### config.mk
export PLATFORM = sky130hd
export DESIGN_NAME = trapezoid_span_generator_unit
export DESIGN_NICKNAME = d
export VERILOG_FILES = /design/src/rtl/tsg_pkg.sv /design/src/rtl/tsg_front.sv /design/src/rtl/tsg_back.sv /design/src/rtl/trapezoid_span_generator_unit.sv
export SDC_FILE = /design/constraint.sdc
export NUM_CORES = 1
export LEC_CHECK = 0
export BUFFER_PORTS_ARGS = -buffer_cell sky130_fd_sc_hd__buf_2
export CAP_MARGIN = 40
export CORE_ASPECT_RATIO = 1.75
export CORE_UTILIZATION = 60
export DETAILED_ROUTE_END_ITERATION = 6
export PLACE_DENSITY = 0.84
export RECOVER_POWER = 25
export SLEW_MARGIN = 20
export SYNTH_ARGS = -nofsm -noshare
export SYNTH_HDL_FRONTEND = slang
export SYNTH_HIERARCHICAL = 1
export SYNTH_SLANG_ARGS = --single-unit
### constraint.sdc
create_clock -name clk -period 24.3 [get_ports clk]
set_clock_uncertainty 0.1 [all_clocks]
set_input_delay 1.215 -clock clk [delete_from_list [all_inputs] [get_ports clk]]
set_output_delay 1.215 -clock clk [all_outputs]
set_load 0.05 [all_outputs]
### src/rtl/tsg_pkg.sv
package tsg_pkg;

  // result kinds, carried on the result tuser
  localparam logic [1:0] KIND_SPAN = 2'd0;
  localparam logic [1:0] KIND_END  = 2'd1;
  localparam logic [1:0] KIND_RECT = 2'd2;

  // request kinds, carried on the input tuser
  localparam logic REQ_SCAN   = 1'b0;
  localparam logic REQ_FINISH = 1'b1;

  // longest walk per trapezoid
  localparam logic [5:0] MAX_LINES = 6'd63;

  // command queue depth between front and back
  localparam int QUEUE_DEPTH_DEF = 2;

  // empty bounding rectangle
  localparam logic signed [15:0] BOX_HI = 16'sd32767;
  localparam logic signed [15:0] BOX_LO = -16'sd32767;

  localparam int IN_DATA_W  = 152;
  localparam int OUT_DATA_W = 152;

  typedef struct packed {
    logic        finish;
    logic [31:0] x_left;
    logic [31:0] x_right;
    logic [31:0] slope_left;
    logic [31:0] slope_right;
    logic [15:0] line;
    logic [5:0]  count;
  } cmd_t;

  typedef struct packed {
    logic valid;
    cmd_t cmd;
  } cmd_head_t;

endpackage

### src/rtl/tsg_front.sv
module tsg_front #(
  parameter int QUEUE_DEPTH = tsg_pkg::QUEUE_DEPTH_DEF
) (
  input  logic                           clk,
  input  logic                           rst_n,
  input  logic                           in_tvalid,
  output logic                           in_tready,
  input  logic [tsg_pkg::IN_DATA_W-1:0]  in_tdata,
  input  logic                           in_tuser,
  output tsg_pkg::cmd_head_t             head,
  input  logic                           pop
);

  localparam int PtrW = (QUEUE_DEPTH > 1) ? $clog2(QUEUE_DEPTH) : 1;
  localparam int CntW = $clog2(QUEUE_DEPTH + 1);

  tsg_pkg::cmd_t    q_r [QUEUE_DEPTH];
  tsg_pkg::cmd_t    cmd_in;
  logic [PtrW-1:0]  wr_ptr_r, wr_ptr_nxt;
  logic [PtrW-1:0]  rd_ptr_r, rd_ptr_nxt;
  logic [CntW-1:0]  count_r, count_nxt;
  logic             push;
  logic [5:0]       raw_count;

  assign in_tready = (count_r != CntW'(QUEUE_DEPTH));
  assign push      = in_tvalid && in_tready;
  assign raw_count = in_tdata[149:144];

  // classify and clamp the line count
  always_comb begin
    cmd_in.finish      = (in_tuser == tsg_pkg::REQ_FINISH);
    cmd_in.x_left      = in_tdata[31:0];
    cmd_in.x_right     = in_tdata[63:32];
    cmd_in.slope_left  = in_tdata[95:64];
    cmd_in.slope_right = in_tdata[127:96];
    cmd_in.line        = in_tdata[143:128];
    cmd_in.count       = (raw_count > tsg_pkg::MAX_LINES) ? tsg_pkg::MAX_LINES : raw_count;
  end

  always_comb begin
    wr_ptr_nxt = wr_ptr_r;
    rd_ptr_nxt = rd_ptr_r;
    if (push) begin
      wr_ptr_nxt = (wr_ptr_r == PtrW'(QUEUE_DEPTH - 1)) ? '0 : wr_ptr_r + 1'b1;
    end
    if (pop) begin
      rd_ptr_nxt = (rd_ptr_r == PtrW'(QUEUE_DEPTH - 1)) ? '0 : rd_ptr_r + 1'b1;
    end
    case ({push, pop})
      2'b10:   count_nxt = count_r + 1'b1;
      2'b01:   count_nxt = count_r - 1'b1;
      default: count_nxt = count_r;
    endcase
  end

  always_ff @(posedge clk) begin
    if (!rst_n) begin
      wr_ptr_r <= '0;
      rd_ptr_r <= '0;
      count_r  <= '0;
    end else begin
      wr_ptr_r <= wr_ptr_nxt;
      rd_ptr_r <= rd_ptr_nxt;
      count_r  <= count_nxt;
    end
  end

  always_ff @(posedge clk) begin
    if (push) begin
      q_r[wr_ptr_r] <= cmd_in;
    end
  end

  assign head.valid = (count_r != '0);
  assign head.cmd   = q_r[rd_ptr_r];

endmodule

### src/rtl/tsg_back.sv
module tsg_back (
  input  logic                            clk,
  input  logic                            rst_n,
  input  tsg_pkg::cmd_head_t              head,
  output logic                            pop,
  output logic                            out_tvalid,
  input  logic                            out_tready,
  output logic [tsg_pkg::OUT_DATA_W-1:0]  out_tdata,
  output logic [1:0]                      out_tuser,
  output logic                            out_tlast
);

  localparam logic [1:0] ST_IDLE = 2'd0;
  localparam logic [1:0] ST_WALK = 2'd1;
  localparam logic [1:0] ST_END  = 2'd2;

  // floor(x + 0.5) of a 16.16 value, top end saturated
  function automatic logic signed [15:0] round_edge(input logic [31:0] x);
    logic signed [32:0] s;
    logic signed [16:0] r;
    s = $signed({x[31], x}) + 33'sd32768;
    r = s[32:16];
    if (r == 17'sd32768) begin
      return 16'sd32767;
    end
    return r[15:0];
  endfunction

  logic [1:0]         state_r, state_nxt;
  logic [31:0]        acc_l_r, acc_l_nxt;
  logic [31:0]        acc_r_r, acc_r_nxt;
  logic [31:0]        slope_l_r, slope_l_nxt;
  logic [31:0]        slope_r_r, slope_r_nxt;
  logic [15:0]        line_r, line_nxt;
  logic [5:0]         left_r, left_nxt;
  logic signed [15:0] min_x_r, min_x_nxt;
  logic signed [15:0] min_y_r, min_y_nxt;
  logic signed [15:0] max_x_r, max_x_nxt;
  logic signed [15:0] max_y_r, max_y_nxt;
  logic               bb_pend_r, bb_pend_nxt;
  logic signed [15:0] bb_a_r, bb_a_nxt;
  logic signed [15:0] bb_b_r, bb_b_nxt;
  logic signed [15:0] bb_y_r, bb_y_nxt;
  logic               out_valid_r, out_valid_nxt;
  logic [1:0]         o_kind_r, o_kind_nxt;
  logic               o_last_r, o_last_nxt;
  logic [15:0]        o_line_r, o_line_nxt;
  logic [15:0]        o_start_r, o_start_nxt;
  logic [15:0]        o_end_r, o_end_nxt;
  logic [16:0]        o_bottom_r, o_bottom_nxt;
  logic [31:0]        o_el_r, o_el_nxt;
  logic [31:0]        o_er_r, o_er_nxt;
  logic [15:0]        o_eline_r, o_eline_nxt;

  logic signed [15:0] ra, rb, lo, hi;
  logic               swap, has_span, slot_free;

  assign ra        = round_edge(acc_l_r);
  assign rb        = round_edge(acc_r_r);
  assign swap      = (rb < ra);
  assign lo        = swap ? rb : ra;
  assign hi        = swap ? ra : rb;
  assign has_span  = (lo < hi);
  assign slot_free = !out_valid_r || out_tready;

  always_comb begin
    state_nxt     = state_r;
    acc_l_nxt     = acc_l_r;
    acc_r_nxt     = acc_r_r;
    slope_l_nxt   = slope_l_r;
    slope_r_nxt   = slope_r_r;
    line_nxt      = line_r;
    left_nxt      = left_r;
    min_x_nxt     = min_x_r;
    min_y_nxt     = min_y_r;
    max_x_nxt     = max_x_r;
    max_y_nxt     = max_y_r;
    bb_pend_nxt   = 1'b0;
    bb_a_nxt      = bb_a_r;
    bb_b_nxt      = bb_b_r;
    bb_y_nxt      = bb_y_r;
    out_valid_nxt = out_valid_r && !out_tready;
    o_kind_nxt    = o_kind_r;
    o_last_nxt    = o_last_r;
    o_line_nxt    = o_line_r;
    o_start_nxt   = o_start_r;
    o_end_nxt     = o_end_r;
    o_bottom_nxt  = o_bottom_r;
    o_el_nxt      = o_el_r;
    o_er_nxt      = o_er_r;
    o_eline_nxt   = o_eline_r;
    pop           = 1'b0;

    // grow the rectangle from the span registered in the previous cycle
    if (bb_pend_r) begin
      if (bb_y_r < min_y_r) min_y_nxt = bb_y_r;
      if (bb_y_r > max_y_r) max_y_nxt = bb_y_r;
      if (bb_a_r < min_x_r) min_x_nxt = bb_a_r;
      if (bb_b_r > max_x_r) max_x_nxt = bb_b_r;
    end

    case (state_r)
      ST_IDLE: begin
        if (head.valid) begin
          if (head.cmd.finish) begin
            if (slot_free) begin
              pop           = 1'b1;
              out_valid_nxt = 1'b1;
              o_kind_nxt    = tsg_pkg::KIND_RECT;
              o_last_nxt    = 1'b1;
              o_line_nxt    = min_y_r;
              o_start_nxt   = min_x_r;
              o_end_nxt     = max_x_r;
              o_bottom_nxt  = {max_y_r[15], max_y_r} + 17'd1;
              o_el_nxt      = '0;
              o_er_nxt      = '0;
              o_eline_nxt   = '0;
              min_x_nxt     = tsg_pkg::BOX_HI;
              min_y_nxt     = tsg_pkg::BOX_HI;
              max_x_nxt     = tsg_pkg::BOX_LO;
              max_y_nxt     = tsg_pkg::BOX_LO;
            end
          end else begin
            pop         = 1'b1;
            acc_l_nxt   = head.cmd.x_left;
            acc_r_nxt   = head.cmd.x_right;
            slope_l_nxt = head.cmd.slope_left;
            slope_r_nxt = head.cmd.slope_right;
            line_nxt    = head.cmd.line;
            left_nxt    = head.cmd.count;
            state_nxt   = (head.cmd.count == '0) ? ST_END : ST_WALK;
          end
        end
      end
      ST_WALK: begin
        if (!has_span || slot_free) begin
          if (has_span) begin
            out_valid_nxt = 1'b1;
            o_kind_nxt    = tsg_pkg::KIND_SPAN;
            o_last_nxt    = 1'b0;
            o_line_nxt    = line_r;
            o_start_nxt   = lo;
            o_end_nxt     = hi;
            o_bottom_nxt  = '0;
            o_el_nxt      = '0;
            o_er_nxt      = '0;
            o_eline_nxt   = '0;
            bb_pend_nxt   = 1'b1;
            bb_a_nxt      = lo;
            bb_b_nxt      = hi;
            bb_y_nxt      = line_r;
          end
          acc_l_nxt = acc_l_r + slope_l_r;
          acc_r_nxt = acc_r_r + slope_r_r;
          line_nxt  = line_r + 16'd1;
          left_nxt  = left_r - 6'd1;
          if (left_r == 6'd1) begin
            state_nxt = ST_END;
          end
        end
      end
      ST_END: begin
        if (slot_free) begin
          out_valid_nxt = 1'b1;
          o_kind_nxt    = tsg_pkg::KIND_END;
          o_last_nxt    = 1'b1;
          o_line_nxt    = '0;
          o_start_nxt   = '0;
          o_end_nxt     = '0;
          o_bottom_nxt  = '0;
          o_el_nxt      = acc_l_r;
          o_er_nxt      = acc_r_r;
          o_eline_nxt   = line_r;
          state_nxt     = ST_IDLE;
        end
      end
      default: begin
        state_nxt = ST_IDLE;
      end
    endcase
  end

  always_ff @(posedge clk) begin
    if (!rst_n) begin
      state_r     <= ST_IDLE;
      acc_l_r     <= '0;
      acc_r_r     <= '0;
      line_r      <= '0;
      left_r      <= '0;
      min_x_r     <= tsg_pkg::BOX_HI;
      min_y_r     <= tsg_pkg::BOX_HI;
      max_x_r     <= tsg_pkg::BOX_LO;
      max_y_r     <= tsg_pkg::BOX_LO;
      bb_pend_r   <= 1'b0;
      out_valid_r <= 1'b0;
    end else begin
      state_r     <= state_nxt;
      acc_l_r     <= acc_l_nxt;
      acc_r_r     <= acc_r_nxt;
      line_r      <= line_nxt;
      left_r      <= left_nxt;
      min_x_r     <= min_x_nxt;
      min_y_r     <= min_y_nxt;
      max_x_r     <= max_x_nxt;
      max_y_r     <= max_y_nxt;
      bb_pend_r   <= bb_pend_nxt;
      out_valid_r <= out_valid_nxt;
    end
  end

  always_ff @(posedge clk) begin
    slope_l_r  <= slope_l_nxt;
    slope_r_r  <= slope_r_nxt;
    bb_a_r     <= bb_a_nxt;
    bb_b_r     <= bb_b_nxt;
    bb_y_r     <= bb_y_nxt;
    o_kind_r   <= o_kind_nxt;
    o_last_r   <= o_last_nxt;
    o_line_r   <= o_line_nxt;
    o_start_r  <= o_start_nxt;
    o_end_r    <= o_end_nxt;
    o_bottom_r <= o_bottom_nxt;
    o_el_r     <= o_el_nxt;
    o_er_r     <= o_er_nxt;
    o_eline_r  <= o_eline_nxt;
  end

  assign out_tvalid = out_valid_r;
  assign out_tuser  = o_kind_r;
  assign out_tlast  = o_last_r;
  assign out_tdata  = {7'd0, o_eline_r, o_er_r, o_el_r, o_bottom_r,
                       o_end_r, o_start_r, o_line_r};

endmodule

### src/rtl/trapezoid_span_generator_unit.sv
// a scan word accepted into an empty unit reaches its first result word through
//   the command queue, the command load and the first scanline; a finish word
//   reaches its rectangle through the command queue and the result register
// the walker works on one command at a time; the queue takes new requests meanwhile
// reset: synchronous, active low; empties the command queue and output register,
//   clears the edge state and sets the bounding rectangle to empty
module trapezoid_span_generator_unit #(
  parameter int QUEUE_DEPTH = tsg_pkg::QUEUE_DEPTH_DEF
) (
  input  logic                            clk,
  input  logic                            rst_n,
  // request stream
  input  logic                            in_tvalid,
  output logic                            in_tready,
  // start_x_left[31:0], start_x_right[63:32], slope_left[95:64],
  // slope_right[127:96], start_line[143:128], line_count[149:144], zero pad
  input  logic [tsg_pkg::IN_DATA_W-1:0]   in_tdata,
  // req_type[0]
  input  logic                            in_tuser,
  // result stream
  output logic                            out_tvalid,
  input  logic                            out_tready,
  // span_line[15:0], span_start[31:16], span_end[47:32], rect_bottom[64:48],
  // end_x_left[96:65], end_x_right[128:97], end_line[144:129], zero pad
  output logic [tsg_pkg::OUT_DATA_W-1:0]  out_tdata,
  // result_kind[1:0]
  output logic [1:0]                      out_tuser,
  // last_result
  output logic                            out_tlast
);

  tsg_pkg::cmd_head_t head;
  logic               pop;

  // front: takes request words, sorts scan from finish, clamps the count, queues
  tsg_front #(
    .QUEUE_DEPTH (QUEUE_DEPTH)
  ) u_front (
    .clk       (clk),
    .rst_n     (rst_n),
    .in_tvalid (in_tvalid),
    .in_tready (in_tready),
    .in_tdata  (in_tdata),
    .in_tuser  (in_tuser),
    .head      (head),
    .pop       (pop)
  );

  // back: walks the edges a scanline per cycle unless a span waits on a full result
  // register, keeps the bounding rectangle and drives the registered result port
  tsg_back u_back (
    .clk        (clk),
    .rst_n      (rst_n),
    .head       (head),
    .pop        (pop),
    .out_tvalid (out_tvalid),
    .out_tready (out_tready),
    .out_tdata  (out_tdata),
    .out_tuser  (out_tuser),
    .out_tlast  (out_tlast)
  );

`ifndef SYNTH
  // the walker only takes commands that the queue holds
  a_pop_needs_cmd: assert property (@(posedge clk) disable iff (!rst_n)
    pop |-> head.valid)
    else $error("command taken from an empty queue");

  // only spans leave with last clear
  a_last_by_kind: assert property (@(posedge clk) disable iff (!rst_n)
    out_tvalid |-> (out_tlast == (out_tuser != tsg_pkg::KIND_SPAN)))
    else $error("last flag does not match result kind");

  // a span is never empty or reversed
  a_span_order: assert property (@(posedge clk) disable iff (!rst_n)
    (out_tvalid && out_tuser == tsg_pkg::KIND_SPAN) |->
      ($signed(out_tdata[31:16]) < $signed(out_tdata[47:32])))
    else $error("span start not below span end");

  // a finish request leaves as a rectangle in the cycle after it is taken
  a_finish_emits: assert property (@(posedge clk) disable iff (!rst_n)
    (pop && head.cmd.finish) |=> (out_tvalid && out_tuser == tsg_pkg::KIND_RECT))
    else $error("finish request did not produce a rectangle");
`endif

endmodule
# ---- Yosys cells after proc, flatten, opt, wreduce, memory -nomap -nowiden
# Memory sizes are Yosys's and may differ from the RTL's. A register that Yosys moved wholly into a read port is not among the register bits.
# Index checks and enable logic that the tools add are counted.
dict set report op_classes {
  n_addsub 11
  eq_ne 16
  multipliers 0
  mux 128
  bitwise_logic 1
  div 0
  n_shift 0
  magnitude_cmp 7
  reduce_logical 20
}
# cell n
set ops {}
lappend ops {{2-to-1 mux 16 bit} 54}
lappend ops {{2-to-1 mux 32 bit} 13}
lappend ops {{case mux 16 bit (3 select lines)} 4}
lappend ops {{case mux 32 bit (3 select lines)} 2}
lappend ops {{case mux 32 bit (2 select lines)} 2}
lappend ops {{2-to-1 mux 17 bit} 6}
lappend ops {{adder 32 x 17 -> 33 bit (second input constant)} 2}
lappend ops {{adder 32 bit} 2}
lappend ops {{< comparator 16 bit} 4}
lappend ops {{case mux 17 bit (3 select lines)} 1}
lappend ops {{== test 17 bit (second input constant)} 2}
lappend ops {{greater-than comparator 16 bit} 2}
lappend ops {{case mux 16 bit (2 select lines)} 1}
lappend ops {{2-to-1 mux 2 bit} 12}
lappend ops {{2-to-1 mux 6 bit} 4}
lappend ops {{2-to-1 mux 1 bit} 23}
lappend ops {{adder 16 x 2 -> 17 bit (second input constant)} 1}
lappend ops {{adder 16 x 1 -> 16 bit (second input constant)} 1}
lappend ops {{case mux 2 bit (3 select lines)} 2}
lappend ops {{case mux 6 bit (2 select lines)} 1}
lappend ops {{inequality test 2 x 1 -> 1 bit (second input constant)} 5}
lappend ops {{AND reduction 5 bit} 2}
lappend ops {{AND reduction 3 bit} 3}
lappend ops {{inequality test 2 bit (second input constant)} 4}
lappend ops {{20 further kinds} 30}
dict set report totals {
  latch_bits 0
  wordCells 212
  regBits 418
  mem_count 1
  mem_bits_ro 0
  inputBits 157
  out_inout_bits 157
  mem_bits_rw 302
}
# memory depth word_bits rd rd_clocked_by_memory_dff wr line_no
set mem_list {}
lappend mem_list {u_front.q_r 2 151 1 1 1 tsg_front.sv:17} ;# tsg_pkg::cmd_t q_r [QUEUE_DEPTH];

# ---- Depth between registers and ports, before layout
# Gate-level depths: netlist of run 1.
dict set report logic_depth {
  ltp_word 11
  mapped_depth 25
  depth_no_buf 21
}

# ---- Hierarchy
# Netlist of run 1, hierarchy kept.
# mod seq_area_each_um2 cells_per_inst area_each_um2 n_inst
set modules_own_cells {}
lappend modules_own_cells {tsg_back 10890.4 2266 22532.9 1}
lappend modules_own_cells {tsg_front 9168.8 499 11511.0 1}

# ---- Worst setup path after synthesis of run 1
# Ideal clock, no wire load.
dict set report synth_timing {
  path_type {register -> register}
  startpoint {reg u_back.acc_r_r[15]}
  endpoint {reg u_back.o_bottom_r[0] (enable)}
  period_less_slack_ns 16.675
  path_stages_with_launch 22
  setup_ns 0.871
  required_time_ns 23.329
  arrival_ns 15.703
  n_path_buf 1
  slack_ns 7.625
  path_cell_list {dfxtp_1 > ha_1 > nand3_1 > or3b_1 > a2111oi_2 > nand3_2 > o211ai_1 > ha_1 > and4_1 > nand4_1 > a21oi_1 > nor4_1 > mux2_2 > or2_1 > buf_2 > o22ai_1 > a2111oi_0 > nand4_1 > or2_1 > xor2_1 > nand2_1 > a211oi_1}
}
dict set report synth_between {
  elab_chain_len 11
  word_cells_on_any_way 13
  cone_classes {add/sub (1); order compare (2); eq/ne (3); mux (4); reduce/logical (3)}
}
# element line_no
set synth_lines {}
lappend synth_lines {{from (decl)} tsg_back.sv:31} ;# logic [31:0] acc_r_r, acc_r_nxt;
lappend synth_lines {{from (signal assigned)} tsg_back.sv:199} ;# acc_r_r <= acc_r_nxt;
lappend synth_lines {{adder 32 x 17 -> 33 bit *} tsg_back.sv:21} ;# s = $signed({x[31], x}) + 33'sd32768;
lappend synth_lines {{== test 17 bit} tsg_back.sv:23} ;# if (r == 17'sd32768) begin
lappend synth_lines {{2-to-1 mux 1 bit} tsg_back.sv:23}
lappend synth_lines {{2-to-1 mux 16 bit *} tsg_back.sv:26} ;# return r[15:0];
lappend synth_lines {{< comparator 16 bit} tsg_back.sv:60} ;# assign swap = (rb < ra);
lappend synth_lines {{2-to-1 mux 16 bit (on tied branches)} {tsg_back.sv:61, tsg_back.sv:62}}
lappend synth_lines {{< comparator 16 bit *} tsg_back.sv:63} ;# assign has_span = (lo < hi);
lappend synth_lines {{logical NOT 1 bit} tsg_back.sv:136} ;# if (!has_span || slot_free) begin
lappend synth_lines {{logical OR 1 bit} tsg_back.sv:136}
lappend synth_lines {{inequality test 2 x 1 -> 1 bit (no source line)} n/a}
lappend synth_lines {{AND reduction 7 bit (no source line) *} n/a}
lappend synth_lines {{to (signal assigned)} tsg_back.sv:222} ;# o_bottom_r <= o_bottom_nxt;
lappend synth_lines {{to (decl)} tsg_back.sv:50} ;# logic [16:0] o_bottom_r, o_bottom_nxt;
# Mark *: on every way between the ends. The rest lies on a longest branch, timed or not.
# A chain may end at the register's enable or synchronous reset.

# ---- Worst setup path in the final report of run 1
dict set report layout_timing {
  startpoint {reg u_back.acc_r_r[15]}
  endpoint {reg u_back.o_start_r[12] (enable)}
}
dict set report layout_between {
  elab_chain_len 11
  word_cells_on_any_way 13
  cone_classes {add/sub (1); order compare (2); eq/ne (3); mux (4); reduce/logical (3)}
}
# element line_no
set layout_lines {}
lappend layout_lines {{adder 32 x 17 -> 33 bit *} tsg_back.sv:21}
lappend layout_lines {{== test 17 bit} tsg_back.sv:23}
lappend layout_lines {{2-to-1 mux 1 bit} tsg_back.sv:23}
lappend layout_lines {{2-to-1 mux 16 bit *} tsg_back.sv:26}
lappend layout_lines {{< comparator 16 bit} tsg_back.sv:60}
lappend layout_lines {{2-to-1 mux 16 bit (on tied branches)} {tsg_back.sv:61, tsg_back.sv:62}}
lappend layout_lines {{< comparator 16 bit *} tsg_back.sv:63}
lappend layout_lines {{logical NOT 1 bit} tsg_back.sv:136}
lappend layout_lines {{logical OR 1 bit} tsg_back.sv:136}
lappend layout_lines {{inequality test 2 x 1 -> 1 bit (no source line)} n/a}
lappend layout_lines {{AND reduction 7 bit (no source line) *} n/a}
lappend layout_lines {{to (signal assigned)} tsg_back.sv:220} ;# o_start_r <= o_start_nxt;
lappend layout_lines {{to (decl)} tsg_back.sv:48} ;# logic [15:0] o_start_r, o_start_nxt;
# Marked as above.

==> reports/metrics.cfg, run 1 <==
[run_status]
status = complete, but fails checks
violations = design-rule violations, max-capacitance violations, max-slew violations

[routing]
dr.pass1.iters = 7
postRouteAntennaNets = 0
drtIter0Drc = 1541
via_count = 22762
drc = 9
wl_per_cell_um = 20.9
vias_per_cell = 6.02
routed_wl_um = 78900

[setup_path]
crit_top_cell = buf_4
path_buf_inv = 3
worstPathMaxFanout = 52
max_stage_delay_ns = 0.61
required_ns = 24.46
end_kind = register
path_delay_family = simple AND/OR/NAND/NOR gates
crit_slowest_cell = nor4_1
timing.rr.end = u_back/o_start_r[12]$_DFFE_PP_
path_class = reg2reg
r2r-start = u_back/acc_r_r[15]$_SDFFE_PN0P_
r2r_cells = 23
r2r_slack_ns = 15.60
crit_arrival_ns = 8.86
path_cells = ha_1, nand3_1, or3b_1, a2111oi_2, nand3_2, o211ai_1, ha_1, and4_1, nand4_1, a21oi_1, nor4_1, mux2_2, or2_1, buf_4, nor3_1, o311ai_0, nand4_1, or2_1, xor2_1, nand2_1, a211oi_4, buf_4, buf_4
worst_setup_path_start_kind = register

[timing]
slew_viol_final = 227
max_freq_ghz = 0.115
rsz0062_at_grt = false
hold_violations = 0
finalCritPeriodShare_pct = 35.8
relSlewSlack_pct = -115
setup_tns_ns = 0
fin_crit_ns = 8.70
worstMarginPinSlew_ns = 3.23
setup_viol = 0
worst_slack_ns = 15.60

[final_layout]
final_cell_mix = edfxtp_1 (562), buf_2 (225), nor2_1 (200)
drive_gt1_share_pct = 17.1
layout.nets = 3334
layout_commonest_cell = edfxtp_1
syn2layout_area_growth_pct = 11.8

[placement]
port_buffers = 304
hpwl_um = 55500
pre_cts_slack_ns = 15.53
gp_congestion = 0.895

[synthesis]
ys_seq_area_share_pct = 58.9
async_reset_ff_share_pct = 0
synth_edf_count = 562
yosys_warnings = 6
synth.area.top_cells = edfxtp_1 (50%), dfxtp_1 (9.3%), ha_1 (5.5%)
yosysTopAreaCellShare_pct = 49.6
netlist_area_um2 = 34000
synthFlopType = edfxtp_1
postSynthCellCount = 2765
synth_top_cell_by_area = edfxtp_1
synth.distinct_cells = 84
ys_ff_latch = 721
syn_area_per_cell_um2 = 12.3

[die]
io_pins = 314
die_w_um = 182
die_y_um = 317
die_area_um2 = 57700
fp-row-count = 115
start_util_pct = 60.7
core_area_um2 = 56100

[cts]
cts_buffer_depth = 3
cts_hold_buf = 0
insertion_delay_ns = 0.64
cts_tree = built
clk_pin_slew_worst_paths_ns = 0.07
h-tree-depth = 2
postCtsResizedCells = 0
cts_root_buf = clkbuf_16
cts_sinks = 721
post-cts-setup-buffer-count = 0
cts_made_buffers = 60

[hold_path]
hold_class = reg2reg
hold_depth = 2
hold_end = u_back/acc_l_r[11]$_SDFFE_PN0P_
min_from = u_back/acc_l_r[11]$_SDFFE_PN0P_

[global_routing]
grt.overflow.total = 0
grt_pass1_vias = 23047
grt_usage_pct = 27.1
grt_antenna_before_repair = 8
grt_first_pass_wirelength_um = 122000
grt_max_degree = 88

[run]
max-cap-violations = 4

## registers in the layout, summed over array words and instances, names as in the netlist, 17 cells and up, named ones only
name / count
u_front/q_r: 302
u_back/acc_r_r: 32
u_back/slope_l_r: 32
u_back/o_bottom_r: 17
u_back/o_el_r: 32
u_back/acc_l_r: 32
u_back/o_er_r: 32
u_back/slope_r_r: 32
## routing by layer
layer / up-vias / global-route usage [%] / wire, um
li1: 10732 / - / -
met1: 11005 / 30.4 / 29800
met2: 821 / 50.4 / 41800
met3: 194 / 3.62 / 3950
met4: 10 / 13.0 / 3250
met5: - / 0 / 57
## worst reg2reg max path: stages, from the launching register on
cell       delay [ns]
dfxtp_1          0.60
ha_1             0.39
nand3_1          0.17
or3b_1           0.41
a2111oi_2        0.46
nand3_2          0.23
o211ai_1         0.56
ha_1             0.37
and4_1           0.25
nand4_1          0.23
a21oi_1          0.12
nor4_1           0.61
mux2_2           0.44
or2_1            0.14
buf_4            0.33
nor3_1           0.11
o311ai_0         0.44
nand4_1          0.19
or2_1            0.30
xor2_1           0.31
nand2_1          0.17
a211oi_4         0.29
buf_4            0.46
buf_4            0.60
## Yosys cell counts (15+ instances only)
cell	n
o21ai_0	121
mux2i_1	72
nor2b_1	15
mux2_4	90
and2_1	90
inv_1	135
nand2_1	181
nor2_1	201
a211oi_1	66
o31ai_1	18
ha_1	150
a21boi_0	16
xor2_1	24
nand4_1	27
clkbuf_1	90
and3_1	17
buf_2	34
mux2_2	63
nand3_1	84
o22ai_1	32
a21oi_1	100
edfxtp_1	562
o21ai_1	16
xnor2_1	70
o211ai_1	43
a21o_1	40
nor3_1	29
nand2b_1	18
dfxtp_1	159
## worst max-delay path by stage
stage / from / to / cells past startpoint
4_1_cts: u_back/acc_r_r[15]$_SDFFE_PN0P_ / u_back/o_er_r[18]$_SDFFCE_PN0P_ / 23
3_5_place_dp: u_back/acc_r_r[15]$_SDFFE_PN0P_ / u_back/o_er_r[31]$_SDFFCE_PN0P_ / 23
3_3_place_gp: u_back/acc_r_r[15]$_SDFFE_PN0P_ / u_back/o_er_r[16]$_SDFFCE_PN0P_ / 23
6_report: u_back/acc_r_r[15]$_SDFFE_PN0P_ / u_back/o_start_r[12]$_DFFE_PP_ / 23
5_1_grt: u_back/acc_r_r[15]$_SDFFE_PN0P_ / u_back/o_er_r[28]$_SDFFCE_PN0P_ / 23
2_1_floorplan: u_back/acc_r_r[15]$_SDFFE_PN0P_ / u_back/o_bottom_r[0]$_SDFFCE_PN0P_ / 21
## kinds of logic after synthesis
| group | count (synthesis) | synth area share, % |
|---|---|---|
| mux | 225 | 8.17 |
| flops | 721 | 58.9 |
| buf+inv | 283 | 3.58 |
| compound gates | 563 | 10.9 |
| other cells | 1 | 0.0110 |
| simple gates | 726 | 10.4 |
| xor+xnor | 94 | 2.42 |
| fa+ha+maj | 152 | 5.63 |
## layout make-up
| cell class | instances | area [um2] |
|---|---|---|
| tap | 702 | 878 |
| antenna | 4 | 10.0 |
| sequential | 721 | 20100 |
| clock inverter | 38 | 373 |
| fill | 4046 | 18000 |
| timing repair buffer | 339 | 1790 |
| inverter | 136 | 515 |
| clock buffer | 76 | 1640 |
| multi-input combinational | 1767 | 12800 |
## per-stage QoR
stage               cells  area (um2)  hold WS [ns]  utilization (%)
detailed placement   3662       36200         0.381             64.5
floorplan            2771       34100         0.341                -
global route         3783       38100         0.416             67.8
global placement     3654       36000         0.359             64.2
finish               3783       38100         0.389             67.8
CTS                  3776       38200         0.389             68.1
Power of run 1 is left out: the tool's default activity adds up to more than one toggle a clock period on the data nets, which glitch-free logic cannot reach.
==> inputs of run 2 (changes only) <==
==> constraint.sdc (replaced) <==
create_clock -name clk -period 8.51 [get_ports clk]
set_clock_uncertainty 0.1 [all_clocks]
set_input_delay 0.4255 -clock clk [delete_from_list [all_inputs] [get_ports clk]]
set_output_delay 0.4255 -clock clk [all_outputs]
set_load 0.05 [all_outputs]
==> run 2 against run 1 <==
The run ends with max-capacitance violations, max-slew violations left. Count of clock-buffer cells in the layout is 11 higher. Non-clock buffer count is 157 higher. Largest cell class unchanged. Highest routed layer is now met4. Sequential share of layout area is 2.1 points lower.
==> reports/metrics.cfg, run 2 (synthesized netlist as in run 1, its figures left out) <==
[timing]
worstMarginPinSlew_ns = 3.02
whs_ns = 0.0457
setup_tns_ns = 0
rsz0062_at_grt = false
setup_viol = 0
hold_violations = 0
finalCritPeriodShare_pct = 92.5
fin_crit_ns = 7.87
slew_viol_final = 105
relSlewSlack_pct = -101
max_freq_ghz = 0.127

[setup_path]
worst_setup_path_start_kind = register
crit_slowest_cell = o311ai_0
path_cells = ha_1, nand3_1, o21ai_0, nand4_1, a21oi_4, nand2b_1, ha_1, and4_4, nand4_1, nor2_1, a2111oi_0, and4bb_1, or2_1, nor3_1, o311ai_0, nand4_1, or2_1, xor2_1, nand2_1, a211oi_4, buf_12, buf_12
path_class = reg2reg
r2r_cells = 22
r2r-start = u_back/acc_l_r[16]$_SDFFE_PN0P_
worstPathMaxFanout = 49
crit_arrival_ns = 8.07
end_kind = register
required_ns = 8.72
crit_top_cell = nand4_1
r2r_slack_ns = 0.64
max_stage_delay_ns = 0.60
path_delay_family = simple AND/OR/NAND/NOR gates
path_buf_inv = 2
timing.rr.end = u_back/o_eline_r[6]$_SDFFCE_PN0P_

[final_layout]
post-route-util_pct = 70.7
layout_commonest_cell = edfxtp_1
final_cell_mix = edfxtp_1 (562), nor2_1 (199), buf_2 (186)
syn2layout_area_growth_pct = 16.5
largest_reg_flops = 302
layout.nets = 3492
largest-register = u_front/q_r
drive_gt1_share_pct = 15.3

[cts]
h-tree-depth = 2
clk_pin_slew_worst_paths_ns = 0.07
postCtsResizedCells = 0
cts_tree = built
cts_buffer_depth = 3
cts_sinks = 721
cts_root_buf = clkbuf_16
insertion_delay_ns = 0.63
cts_made_buffers = 61

[power]
swShare_pct = 44.7
p_sw_w = 0.00778
power_w = 0.0174
p_comb_share_pct = 50.3
p_int_w = 0.00964
p_leak_nw = 14.9
pwr-share-clk_pct = 15.9
power.density_nw_per_um2 = 439
ir_worst_vdd_v = 0.000505
p_seq_share_pct = 33.8

[global_routing]
grt_usage_pct = 29.1
grt.overflow.total = 0
grt_antenna_before_repair = 1
grt_max_degree = 94
grt_pass1_vias = 24510
grt_first_pass_wirelength_um = 130000

[routing]
vias_per_cell = 6.10
routed_wl_um = 85600
drtIter0Drc = 1840
dr.pass1.iters = 7
drc = 0
wl_per_cell_um = 21.7
postRouteAntennaNets = 0
via_count = 24026

[die]
core_area_um2 = 56100
die_area_um2 = 57700
io_pins = 314
die_w_um = 182
fp-row-count = 115
start_util_pct = 60.7
die_y_um = 317

[placement]
hpwl_um = 56300
port_buffers = 304
gp_congestion = 0.926

[hold_path]
min_from = in_tvalid
hold_end = u_front/wr_ptr_r$_SDFFE_PN0P_
hold_class = in2reg
hold_depth = 3

[run]
max-cap-violations = 3

[run_status]
status = complete, but fails checks
violations = max-capacitance violations, max-slew violations

==> run 2: worst register-to-register path, stage by stage (launching register included) <==
cell	delay, ns
dfxtp_1	0.53
ha_1	0.26
nand3_1	0.24
o21ai_0	0.41
nand4_1	0.23
a21oi_4	0.48
nand2b_1	0.29
ha_1	0.40
and4_4	0.28
nand4_1	0.24
nor2_1	0.14
a2111oi_0	0.37
and4bb_1	0.49
or2_1	0.52
nor3_1	0.10
o311ai_0	0.60
nand4_1	0.22
or2_1	0.32
xor2_1	0.30
nand2_1	0.17
a211oi_4	0.37
buf_12	0.20
buf_12	0.25
==> run 2: power by group through the flow <==
stage | Sequential, W | Clock (W) | Combinational, W
4_1_cts | 0.00587 | 0.00280 | 0.00866
2_1_floorplan | 0.00691 | 0 | 0.00528
5_1_grt | 0.00597 | 0.00293 | 0.00941
6_report | 0.00588 | 0.00277 | 0.00876
3_3_place_gp | 0.00593 | 0 | 0.00819
3_5_place_dp | 0.00594 | 0 | 0.00854
==> run 2: how the worst max path moves through the flow <==
stage	start	to	slack [ns]	cells after the start
floorplan	u_back/acc_r_r[16]$_SDFFE_PN0P_	u_back/o_bottom_r[0]$_SDFFCE_PN0P_	-0.67	21
global placement	u_back/acc_l_r[16]$_SDFFE_PN0P_	u_back/o_line_r[15]$_DFFE_PP_	0.80	22
detailed placement	u_back/acc_l_r[16]$_SDFFE_PN0P_	u_back/o_line_r[15]$_DFFE_PP_	0.68	22
CTS	u_back/acc_l_r[16]$_SDFFE_PN0P_	u_back/o_eline_r[7]$_SDFFCE_PN0P_	0.65	22
global route	u_back/acc_l_r[16]$_SDFFE_PN0P_	u_back/o_eline_r[6]$_SDFFCE_PN0P_	0.02	22
finish	u_back/acc_l_r[16]$_SDFFE_PN0P_	u_back/o_eline_r[6]$_SDFFCE_PN0P_	0.64	22
==> run 2: layout make-up <==
class | count | area [um2]
antenna | 2 | 5.00
clock inverter | 27 | 238
fill | 3752 | 16400
inverter | 136 | 515
tap | 702 | 878
timing repair buffer | 496 | 3400
sequential | 721 | 20100
multi-input combinational | 1767 | 12800
clock buffer | 87 | 1730
==> run 2: per-layer routing <==
layer / wire length (um) / up-vias / share of wire, % / track usage, %
met5: 0 / - / 0 / 0
met2: 45400 / 1062 / 53 / 54.4
met1: 31200 / 11642 / 37 / 32.4
li1: - / 11055 / - / -
met4: 3950 / 0 / 4.6 / 14.3
met3: 4940 / 267 / 5.8 / 3.76
==> run 2: timing repair <==
action,in CTS,in global routing
hold endpoints to repair,302,0
setup buffers,0,0
hold buffers,151,0
==> run 2: through the flow <==
stage / instances / cell area [um2] / worst slack [ns]
finish: 3938 / 39700 / 0.642
floorplan: 2771 / 34200 / -0.673
detailed placement: 3669 / 36400 / 0.685
global route: 3937 / 39700 / 0.0151
global placement: 3661 / 36200 / 0.803
CTS: 3934 / 39900 / 0.648
Power figures use the tool's default switching activity.
